## src/rtl/core/qhd_pkg.sv

```systemverilog
// Package for the QAM hard demapper: widths, codes, types and threshold constants.
package qhd_pkg;

	localparam int SAMPLE_WIDTH = 16;
	localparam int FRAC_BITS    = 12;

	localparam int K_WIDTH    = 31;
	localparam int PROD_WIDTH = SAMPLE_WIDTH + K_WIDTH;
	localparam int RND_WIDTH  = PROD_WIDTH + 1;
	localparam int HMAG_WIDTH = SAMPLE_WIDTH + 1;
	localparam int SLC_WIDTH  = SAMPLE_WIDTH + 4;

	localparam int CFG_IDX_WIDTH  = 2;
	localparam int CFG_DATA_WIDTH = 2;
	localparam int BITS_WIDTH     = 8;
	localparam int COUNT_WIDTH    = 4;

	typedef logic signed [SAMPLE_WIDTH-1:0] smp_t;
	typedef logic [SAMPLE_WIDTH-1:0]        umag_t;

	typedef enum logic [1:0] {
		MOD_QPSK   = 2'd0,
		MOD_QAM16  = 2'd1,
		MOD_QAM64  = 2'd2,
		MOD_QAM256 = 2'd3
	} mod_t;

	typedef enum logic [CFG_IDX_WIDTH-1:0] {
		CFG_MOD_ORDER = 2'd0,
		CFG_USE_CSI   = 2'd1
	} cfg_idx_t;

	typedef struct packed {
		mod_t mod_order;
		logic use_csi;
	} cfg_t;

	// thresholds in units of the spacing: slot 3 is h3 for 64-QAM, h4 for 256-QAM
	typedef struct packed {
		smp_t h1;
		smp_t h2;
		smp_t h3;
	} thr_t;

	typedef struct packed {
		umag_t xm;
		umag_t ym;
		logic  xneg;
		logic  yneg;
		logic  yzero;
		thr_t  thr;
	} slc_in_t;

	// k*2/sqrt(M') in unsigned Q0.31
	localparam logic [K_WIDTH-1:0] K10_1  = 31'd1358187913;
	localparam logic [K_WIDTH-1:0] K42_1  = 31'd662727842;
	localparam logic [K_WIDTH-1:0] K42_2  = 31'd1325455684;
	localparam logic [K_WIDTH-1:0] K42_3  = 31'd1988183525;
	localparam logic [K_WIDTH-1:0] K170_1 = 31'd329408954;
	localparam logic [K_WIDTH-1:0] K170_2 = 31'd658817909;
	localparam logic [K_WIDTH-1:0] K170_4 = 31'd1317635818;

	localparam logic [SAMPLE_WIDTH-1:0] GAIN_ONE =
		{{(SAMPLE_WIDTH-1){1'b0}}, 1'b1} << FRAC_BITS;
	localparam logic [HMAG_WIDTH-1:0] HMAG_POS_MAX = {2'b00, {(SAMPLE_WIDTH-1){1'b1}}};
	localparam logic [HMAG_WIDTH-1:0] HMAG_NEG_MAX = {2'b01, {(SAMPLE_WIDTH-1){1'b0}}};
	localparam smp_t SMP_MAX = {1'b0, {(SAMPLE_WIDTH-1){1'b1}}};
	localparam smp_t SMP_MIN = {1'b1, {(SAMPLE_WIDTH-1){1'b0}}};
	localparam logic [RND_WIDTH-1:0] RND_HALF = {{(RND_WIDTH-1){1'b0}}, 1'b1} << (K_WIDTH - 1);

	localparam logic [COUNT_WIDTH-1:0] CNT_QPSK   = 4'd2;
	localparam logic [COUNT_WIDTH-1:0] CNT_QAM16  = 4'd4;
	localparam logic [COUNT_WIDTH-1:0] CNT_QAM64  = 4'd6;
	localparam logic [COUNT_WIDTH-1:0] CNT_QAM256 = 4'd8;

endpackage

```

## src/rtl/core/qhd_sym_if.sv

```systemverilog
// Symbol input channel: valid/ready with I, Q, channel gain and packet end.
interface qhd_sym_if import qhd_pkg::*; ();
	logic valid;
	logic ready;
	smp_t sample_i;
	smp_t sample_q;
	smp_t chan_gain;
	logic end_of_packet;

	modport source (output valid, sample_i, sample_q, chan_gain, end_of_packet, input ready);
	modport sink   (input valid, sample_i, sample_q, chan_gain, end_of_packet, output ready);
endinterface

```

## src/rtl/core/qhd_res_if.sv

```systemverilog
// Result channel: valid/ready with decided bits, bit count and packet end.
interface qhd_res_if import qhd_pkg::*; ();
	logic                   valid;
	logic                   ready;
	logic [BITS_WIDTH-1:0]  bits;
	logic [COUNT_WIDTH-1:0] bit_count;
	logic                   end_out;

	modport source (output valid, bits, bit_count, end_out, input ready);
	modport sink   (input valid, bits, bit_count, end_out, output ready);
endinterface

```

## src/rtl/core/qhd_cfg_if.sv

```systemverilog
// Configuration write channel: valid/ready with register index and data.
interface qhd_cfg_if import qhd_pkg::*; ();
	logic                      valid;
	logic                      ready;
	logic [CFG_IDX_WIDTH-1:0]  index;
	logic [CFG_DATA_WIDTH-1:0] data;

	modport source (output valid, index, data, input ready);
	modport sink   (input valid, index, data, output ready);
endinterface

```

## src/rtl/core/qhd_cfg.sv

```systemverilog
// Configuration register bank: modulation order and CSI enable.
module qhd_cfg import qhd_pkg::*; (
	input  logic       clk,
	input  logic       arst_n,
	qhd_cfg_if.sink    cfg,
	output cfg_t       cfg_out
);

	cfg_t cfg_q;

	assign cfg.ready = 1'b1;
	assign cfg_out   = cfg_q;

	always_ff @(posedge clk or negedge arst_n) begin
		if (!arst_n) begin
			cfg_q.mod_order <= MOD_QPSK;
			cfg_q.use_csi   <= 1'b0;
		end else if (cfg.valid) begin
			case (cfg.index)
				CFG_MOD_ORDER: cfg_q.mod_order <= mod_t'(cfg.data[1:0]);
				CFG_USE_CSI:   cfg_q.use_csi   <= cfg.data[0];
				default: ;
			endcase
		end
	end

endmodule

```

## src/rtl/core/qhd_thresh.sv

```systemverilog
// Threshold unit: |g| times the spacing factors, rounded, signed and saturated.
module qhd_thresh import qhd_pkg::*; (
	input  mod_t  mod_order,
	input  umag_t gmag,
	input  logic  gneg,
	output thr_t  thr
);

	logic [K_WIDTH-1:0]    k [3];
	logic [PROD_WIDTH-1:0] prod [3];
	logic [RND_WIDTH-1:0]  rnd [3];
	logic [HMAG_WIDTH-1:0] hmag [3];
	logic [HMAG_WIDTH-1:0] hneg [3];
	smp_t                  h [3];

	always_comb begin
		case (mod_order)
			MOD_QAM16: begin
				k[0] = K10_1;  k[1] = K10_1;  k[2] = K10_1;
			end
			MOD_QAM64: begin
				k[0] = K42_1;  k[1] = K42_2;  k[2] = K42_3;
			end
			MOD_QAM256: begin
				k[0] = K170_1; k[1] = K170_2; k[2] = K170_4;
			end
			default: begin
				k[0] = '0;     k[1] = '0;     k[2] = '0;
			end
		endcase
	end

	for (genvar i = 0; i < 3; i++) begin : g_thr
		assign prod[i] = PROD_WIDTH'(gmag) * PROD_WIDTH'(k[i]);
		// round half away from zero on the magnitude
		assign rnd[i]  = {1'b0, prod[i]} + RND_HALF;
		assign hmag[i] = rnd[i][RND_WIDTH-1:K_WIDTH];
		assign hneg[i] = ~hmag[i] + HMAG_WIDTH'(1);

		always_comb begin
			if (!gneg)
				h[i] = (hmag[i] > HMAG_POS_MAX) ? SMP_MAX : smp_t'(hmag[i][SAMPLE_WIDTH-1:0]);
			else
				h[i] = (hmag[i] > HMAG_NEG_MAX) ? SMP_MIN : smp_t'(hneg[i][SAMPLE_WIDTH-1:0]);
		end
	end

	assign thr.h1 = h[0];
	assign thr.h2 = h[1];
	assign thr.h3 = h[2];

endmodule

```

## src/rtl/core/qhd_slicer.sv

```systemverilog
// Slicer: Gray-coded bit decisions from magnitudes, signs and thresholds.
module qhd_slicer import qhd_pkg::*; (
	input  mod_t                   mod_order,
	input  slc_in_t                slc,
	output logic [BITS_WIDTH-1:0]  bits,
	output logic [COUNT_WIDTH-1:0] bit_count
);

	typedef logic signed [SLC_WIDTH-1:0] wide_t;

	function automatic wide_t sabs(input wide_t v);
		return v[SLC_WIDTH-1] ? -v : v;
	endfunction

	function automatic wide_t ext_u(input umag_t v);
		return $signed({{(SLC_WIDTH-SAMPLE_WIDTH){1'b0}}, v});
	endfunction

	function automatic wide_t ext_s(input smp_t v);
		return $signed({{(SLC_WIDTH-SAMPLE_WIDTH){v[SAMPLE_WIDTH-1]}}, v});
	endfunction

	wide_t xm, ym, h1, h2, h3;
	wide_t dx, dy, ex, ey;

	assign xm = ext_u(slc.xm);
	assign ym = ext_u(slc.ym);
	assign h1 = ext_s(slc.thr.h1);
	assign h2 = ext_s(slc.thr.h2);
	assign h3 = ext_s(slc.thr.h3);

	// 256-QAM folds: distance to h4, then to h2
	assign dx = sabs(xm - h3);
	assign dy = sabs(ym - h3);
	assign ex = sabs(dx - h2);
	assign ey = sabs(dy - h2);

	always_comb begin
		case (mod_order)
			MOD_QAM16: begin
				bits = {4'b0000, !slc.xneg, xm <= h1, slc.yneg, ym <= h1};
				bit_count = CNT_QAM16;
			end
			MOD_QAM64: begin
				bits = {2'b00,
					!slc.xneg, xm <= h2, (xm >= h1) && (xm <= h3),
					slc.yneg,  ym <= h2, (ym >= h1) && (ym <= h3)};
				bit_count = CNT_QAM64;
			end
			MOD_QAM256: begin
				// Q sign bit is also set on zero
				bits = {!slc.xneg, xm <= h3, dx <= h2, ex <= h1,
					slc.yneg || slc.yzero, ym <= h3, dy <= h2, ey <= h1};
				bit_count = CNT_QAM256;
			end
			default: begin
				bits = {6'b000000, !slc.xneg, slc.yneg};
				bit_count = CNT_QPSK;
			end
		endcase
	end

endmodule

```

## src/rtl/core/qam_hard_demapper.sv

```systemverilog
// Latency: an accepted item passes the input, threshold and result regs before its result shows on res.
// Throughput: one item per cycle; the three-stage pipeline stalls as a whole only when
// a result sits on res and res.ready is low, so the multipliers in the threshold stage
// set the clock, not the rate.
// Reset: arst_n clears the stage valids and sets QPSK with CSI off.
module qam_hard_demapper import qhd_pkg::*; (
	input  logic      clk,
	input  logic      arst_n,
	qhd_cfg_if.sink   cfg,
	qhd_sym_if.sink   sym,
	qhd_res_if.source res
);

	cfg_t cfg_cur;

	logic  adv;
	logic  v_s1, v_s2, v_s3;
	smp_t  x_s1, y_s1;
	umag_t gmag_s1;
	logic  gneg_s1;
	logic  eop_s1, eop_s2, eop_s3;

	smp_t    gsel;
	umag_t   gmag;
	thr_t    thr;
	slc_in_t slc_nxt, slc_s2;

	logic [BITS_WIDTH-1:0]  bits_nxt, bits_s3;
	logic [COUNT_WIDTH-1:0] cnt_nxt, cnt_s3;

	qhd_cfg u_cfg (
		.clk     (clk),
		.arst_n  (arst_n),
		.cfg     (cfg),
		.cfg_out (cfg_cur)
	);

	// whole pipe moves unless the held result is stalled
	assign adv       = !v_s3 || res.ready;
	assign sym.ready = adv;

	assign gsel = cfg_cur.use_csi ? sym.chan_gain : smp_t'(GAIN_ONE);
	assign gmag = gsel[SAMPLE_WIDTH-1] ? umag_t'(~gsel + smp_t'(1)) : umag_t'(gsel);

	qhd_thresh u_thresh (
		.mod_order (cfg_cur.mod_order),
		.gmag      (gmag_s1),
		.gneg      (gneg_s1),
		.thr       (thr)
	);

	always_comb begin
		slc_nxt.xm    = x_s1[SAMPLE_WIDTH-1] ? umag_t'(~x_s1 + smp_t'(1)) : umag_t'(x_s1);
		slc_nxt.ym    = y_s1[SAMPLE_WIDTH-1] ? umag_t'(~y_s1 + smp_t'(1)) : umag_t'(y_s1);
		slc_nxt.xneg  = x_s1[SAMPLE_WIDTH-1];
		slc_nxt.yneg  = y_s1[SAMPLE_WIDTH-1];
		slc_nxt.yzero = (y_s1 == '0);
		slc_nxt.thr   = thr;
	end

	qhd_slicer u_slicer (
		.mod_order (cfg_cur.mod_order),
		.slc       (slc_s2),
		.bits      (bits_nxt),
		.bit_count (cnt_nxt)
	);

	always_ff @(posedge clk or negedge arst_n) begin
		if (!arst_n) begin
			v_s1 <= 1'b0;
			v_s2 <= 1'b0;
			v_s3 <= 1'b0;
		end else if (adv) begin
			v_s1 <= sym.valid;
			v_s2 <= v_s1;
			v_s3 <= v_s2;
		end
	end

	always_ff @(posedge clk) begin
		if (adv) begin
			x_s1    <= sym.sample_i;
			y_s1    <= sym.sample_q;
			gmag_s1 <= gmag;
			gneg_s1 <= gsel[SAMPLE_WIDTH-1];
			eop_s1  <= sym.end_of_packet;
			slc_s2  <= slc_nxt;
			eop_s2  <= eop_s1;
			bits_s3 <= bits_nxt;
			cnt_s3  <= cnt_nxt;
			eop_s3  <= eop_s2;
		end
	end

	assign res.valid     = v_s3;
	assign res.bits      = bits_s3;
	assign res.bit_count = cnt_s3;
	assign res.end_out   = eop_s3;

endmodule

```

## src/flat_wrapper.sv

```systemverilog
// flat-port wrapper written by rule: the top's interface ports become plain ports
module qam_hard_demapper_flat import qhd_pkg::*;
  (clk, arst_n, cfg_valid, cfg_index, cfg_data, cfg_ready, sym_valid, sym_sample_i, sym_sample_q, sym_chan_gain, sym_end_of_packet, sym_ready, res_valid, res_bits, res_bit_count, res_end_out, res_ready);
  qhd_cfg_if cfg_i ();
  qhd_sym_if sym_i ();
  qhd_res_if res_i ();
  input  logic clk;
  input  logic arst_n;
  input wire logic [$bits(cfg_i.valid)-1:0] cfg_valid;
  input wire logic [$bits(cfg_i.index)-1:0] cfg_index;
  input wire logic [$bits(cfg_i.data)-1:0] cfg_data;
  output wire logic [$bits(cfg_i.ready)-1:0] cfg_ready;
  input wire logic [$bits(sym_i.valid)-1:0] sym_valid;
  input wire logic [$bits(sym_i.sample_i)-1:0] sym_sample_i;
  input wire logic [$bits(sym_i.sample_q)-1:0] sym_sample_q;
  input wire logic [$bits(sym_i.chan_gain)-1:0] sym_chan_gain;
  input wire logic [$bits(sym_i.end_of_packet)-1:0] sym_end_of_packet;
  output wire logic [$bits(sym_i.ready)-1:0] sym_ready;
  output wire logic [$bits(res_i.valid)-1:0] res_valid;
  output wire logic [$bits(res_i.bits)-1:0] res_bits;
  output wire logic [$bits(res_i.bit_count)-1:0] res_bit_count;
  output wire logic [$bits(res_i.end_out)-1:0] res_end_out;
  input wire logic [$bits(res_i.ready)-1:0] res_ready;
  assign cfg_i.valid = cfg_valid;
  assign cfg_i.index = cfg_index;
  assign cfg_i.data = cfg_data;
  assign cfg_ready = cfg_i.ready;
  assign sym_i.valid = sym_valid;
  assign sym_i.sample_i = sym_sample_i;
  assign sym_i.sample_q = sym_sample_q;
  assign sym_i.chan_gain = sym_chan_gain;
  assign sym_i.end_of_packet = sym_end_of_packet;
  assign sym_ready = sym_i.ready;
  assign res_valid = res_i.valid;
  assign res_bits = res_i.bits;
  assign res_bit_count = res_i.bit_count;
  assign res_end_out = res_i.end_out;
  assign res_i.ready = res_ready;
  qam_hard_demapper u_core (.clk(clk), .arst_n(arst_n), .cfg(cfg_i), .sym(sym_i), .res(res_i));
endmodule
```

## config.mk

```make
export PLATFORM = sky130hd
export DESIGN_NAME = qam_hard_demapper_flat
export DESIGN_NICKNAME = d
export VERILOG_FILES = /design/src/rtl/core/qhd_pkg.sv /design/src/rtl/core/qhd_sym_if.sv /design/src/rtl/core/qhd_res_if.sv /design/src/rtl/core/qhd_cfg_if.sv /design/src/rtl/core/qhd_cfg.sv /design/src/rtl/core/qhd_thresh.sv /design/src/rtl/core/qhd_slicer.sv /design/src/rtl/core/qam_hard_demapper.sv /design/src/flat_wrapper.sv
export SDC_FILE = /design/constraint.sdc
export NUM_CORES = 2
export LEC_CHECK = 0
export BUFFER_PORTS_ARGS = -buffer_cell sky130_fd_sc_hd__buf_2
export CAP_MARGIN = 20
export CORE_ASPECT_RATIO = 1.25
export CORE_MARGIN = 2
export CORE_UTILIZATION = 60
export CTS_BUF_LIST = sky130_fd_sc_hd__clkbuf_4 sky130_fd_sc_hd__clkbuf_8
export DETAILED_ROUTE_END_ITERATION = 12
export HOLD_SLACK_MARGIN = 0.1
export PLACE_DENSITY = 0.76
export SYNTH_ARGS = -nofsm -noshare
export SYNTH_HDL_FRONTEND = slang
export SYNTH_SLANG_ARGS = --single-unit
export TNS_END_PERCENT = 100
```

## constraint.sdc

```tcl
create_clock -name clk -period 14.6 [get_ports clk]
set_input_delay 2.19 -clock clk [delete_from_list [all_inputs] [get_ports clk]]
set_output_delay 2.19 -clock clk [all_outputs]
set_load 0.05 [all_outputs]
```

==> impl_results.md <==
- Status: finished, final reports clean
- Core Area: 0.0856 mm2
- Max Cap Viol: 0
- Nets: 7296
- Met3 usage: 9.50%
- Die Span Y: 332 um
- Drt drc: 0
- Die width: 267 um
- Overflow after GRT: 0
- CTS tree: yes
- GRT busiest layer: met2
- Crit Path Category: flop to flop
- Commonest cells in the synthesized netlist: inv_1 (1289), fa_1 (924), ha_1 (833)
- Slew headroom: 14.9%
- Drt first pass iters: 7
- Largest delay share family, worst path: adder cells
- CTS Hold Bufs: 0
- Startpoint types: flop
- Clock latency on the worst-skew pair: 0.54 ns
- Via count: 41400
- Wire per inst: 29.0 um
- Setup violations, final: 0
- Final setup TNS: 0 ns
- Initial Util: 60.5%
- Port Buffers: 71
- Worst-path clk slew: 0.12 ns
- Final wirelength: 191000 um
- Vias in the first global route: 43400
- Via density: 6.27
- Post-Syn Area: 0.0517 mm2
- Initial antenna violation count: 5
- First-pass GRT wire length: 277000 um
- Crit-path most repeated cell: fa_1
- Worst Path Max Fanout: 20
- Critical Path RT: 14.89 ns
- Largest net degree at the start of global routing: 75
- Layout cells sized above 1: 4.40%
- # Post-CTS Setup Buffers: 0
- Num rows: 120
- Final period utilization: 73.4%
- Yosys warnings: 0
- Syn avg cell area: 9.58 um2
- EDFF count, synth: 146
- CTS Root Cell: clkbuf_8
- Crit path DAT: 11.00 ns
- Deepest clock path buffer count: 2
- M1 GR Usage: 46.9%
- GR Util met2: 69.4%
- Starting DRT DRC Count: 3672
- Final Max Tran Viols: 0
- Gr usage total: 44.1%
- Seq/Total Area, Yosys: 8.76%
- FF+latch count, synth: 152
- Post-route antenna net violation count: 0
- Yosys top cell area share: 35.8%
- Worst setup EP type: flop
- Cell with the most instances after synthesis: inv_1
- Tmin final: 10.71 ns
- Fin. Hold Viols: 0
- Clock buffer count from CTS: 17
- Ys async rst share: 3.95%
- Type of the tightest min-delay check: flop to flop
- CP max stage cell: dfrtp_1
- CTS H-Tree Depth: 4
- Syn Inst Count: 5403
- Worst-Margin Slew: 1.27 ns
- Sink Count: 152
- Synth area leader: fa_1
- Area grow syn2layout: 4.44%
- Max incr delay on CP: 0.75 ns
- Post-CTS resize count: 0
- Hpwl dp: 162000 um
- FMAX: 0.0934 GHz
- DIE AREA: 0.0886 mm2
- Top Ports: 74
- Buf/Inv on CP: 4
- RSZ-0062 raised after global routing: no
- Post-synth top flop: edfxtp_1
- Unique masters post-synth: 101
- Layout Skew: 0.0361 ns
- GP Congestion: 1.10
- Area contributors post-synth: fa_1 (36%), ha_1 (20%), inv_1 (9.4%)
[logic make-up (layout without fill, tap and decap cells)]
logic type	after synthesis	after routing	synth area share, %
fa+ha+maj	1757	1757	55.9
buf+inv	1366	1453	10.0
simple gates	1060	1060	10.6
flops	152	152	8.76
other cells	2	13	0.0145
mux	28	28	0.566
compound gates	844	844	10.8
xor+xnor	194	194	3.28
[through the flow]
step | cells | area [um2] | utilization (%) | hold WS [ns] | setup WS, ns
after global routing | 6595 | 54000 | 63.1 | 0.449 | 3.43
after CTS | 6590 | 54000 | 63.1 | 0.451 | 3.85
after global placement | 6558 | 53600 | 62.6 | 0.402 | 4.27
after detailed placement | 6558 | 53600 | 62.6 | 0.406 | 4.04
after floorplan | 5407 | 51800 | - | 0.400 | 6.01
final | 6599 | 54000 | 63.1 | 0.452 | 3.89
[registers in the layout (all words and copies together) (netlist names), 3 cells and up]
name,flops
u_core.res.bits,8
u_core.res.bit_count,3
u_core.x_s1,16
u_core.gmag_s1,16
u_core.y_s1,16
u_core.slc_s2,83
u_core.u_cfg.cfg_out,3
[layout make-up]
cell class                 instances  area (um2)
antenna                            7        17.5
clock inverter                    14         156
inverter                        1290        4840
clock buffer                      18         241
fill                            7344       31500
tap                             1098        1370
multi-input combinational       3889       42100
timing repair buffer             131         803
sequential                       152        4530
[cell usage in the layout, fill, tap and decap left out, types with 73 or more instances in the layout]
master	n
a21o_1	87
a21oi_1	230
and2_1	76
edfxtp_1	146
fa_1	924
ha_1	833
inv_1	1289
nand2_1	269
nand4_1	73
nor2_1	198
nor3_1	83
o21ai_0	160
xnor2_1	141
[metal layers]
metal	share of wire, %	vias up
met5	0.0073	-
met4	14	2
li1	-	17900
met3	8.4	989
met2	45	2319
met1	33	20200
[worst register-to-register path: stages, from the launching register on]
cell and delay [ns]:
dfrtp_1 0.75, inv_1 0.19, ha_1 0.39, or2_2 0.47, nand2_1 0.34, inv_1 0.56
ha_1 0.66, inv_1 0.11, fa_1 0.58, fa_1 0.60, inv_1 0.07, fa_1 0.52
fa_1 0.54, fa_1 0.54, ha_1 0.43, a21oi_1 0.22, o21bai_1 0.09, a2111oi_0 0.46
a21oi_1 0.31, a2111oi_2 0.55, xor2_1 0.29, nand3_1 0.20, nor4_2 0.50, nand3_1 0.24
o211a_1 0.39, a2111oi_0 0.46
[final timing paths]
kind	slack, ns	cells after the start	endpoint	from
setup / recovery	3.89	25	u_core.slc_s2[3]	u_core.u_cfg.cfg_out[1]
setup reg to reg	3.89	25	u_core.slc_s2[3]	u_core.u_cfg.cfg_out[1]
min in group asynchronous	1.48	1	u_core.u_cfg.cfg_out[1]	arst_n
hold / removal	0.45	0	u_core.res.end_out	u_core.eop_s2
max in group asynchronous	12.93	1	u_core.u_cfg.cfg_out[0]	arst_n
hold reg to reg	0.45	0	u_core.res.end_out	u_core.eop_s2
Power is left out: the tool's default activity adds up to more than one toggle a clock period on the data nets, which glitch-free logic cannot reach.
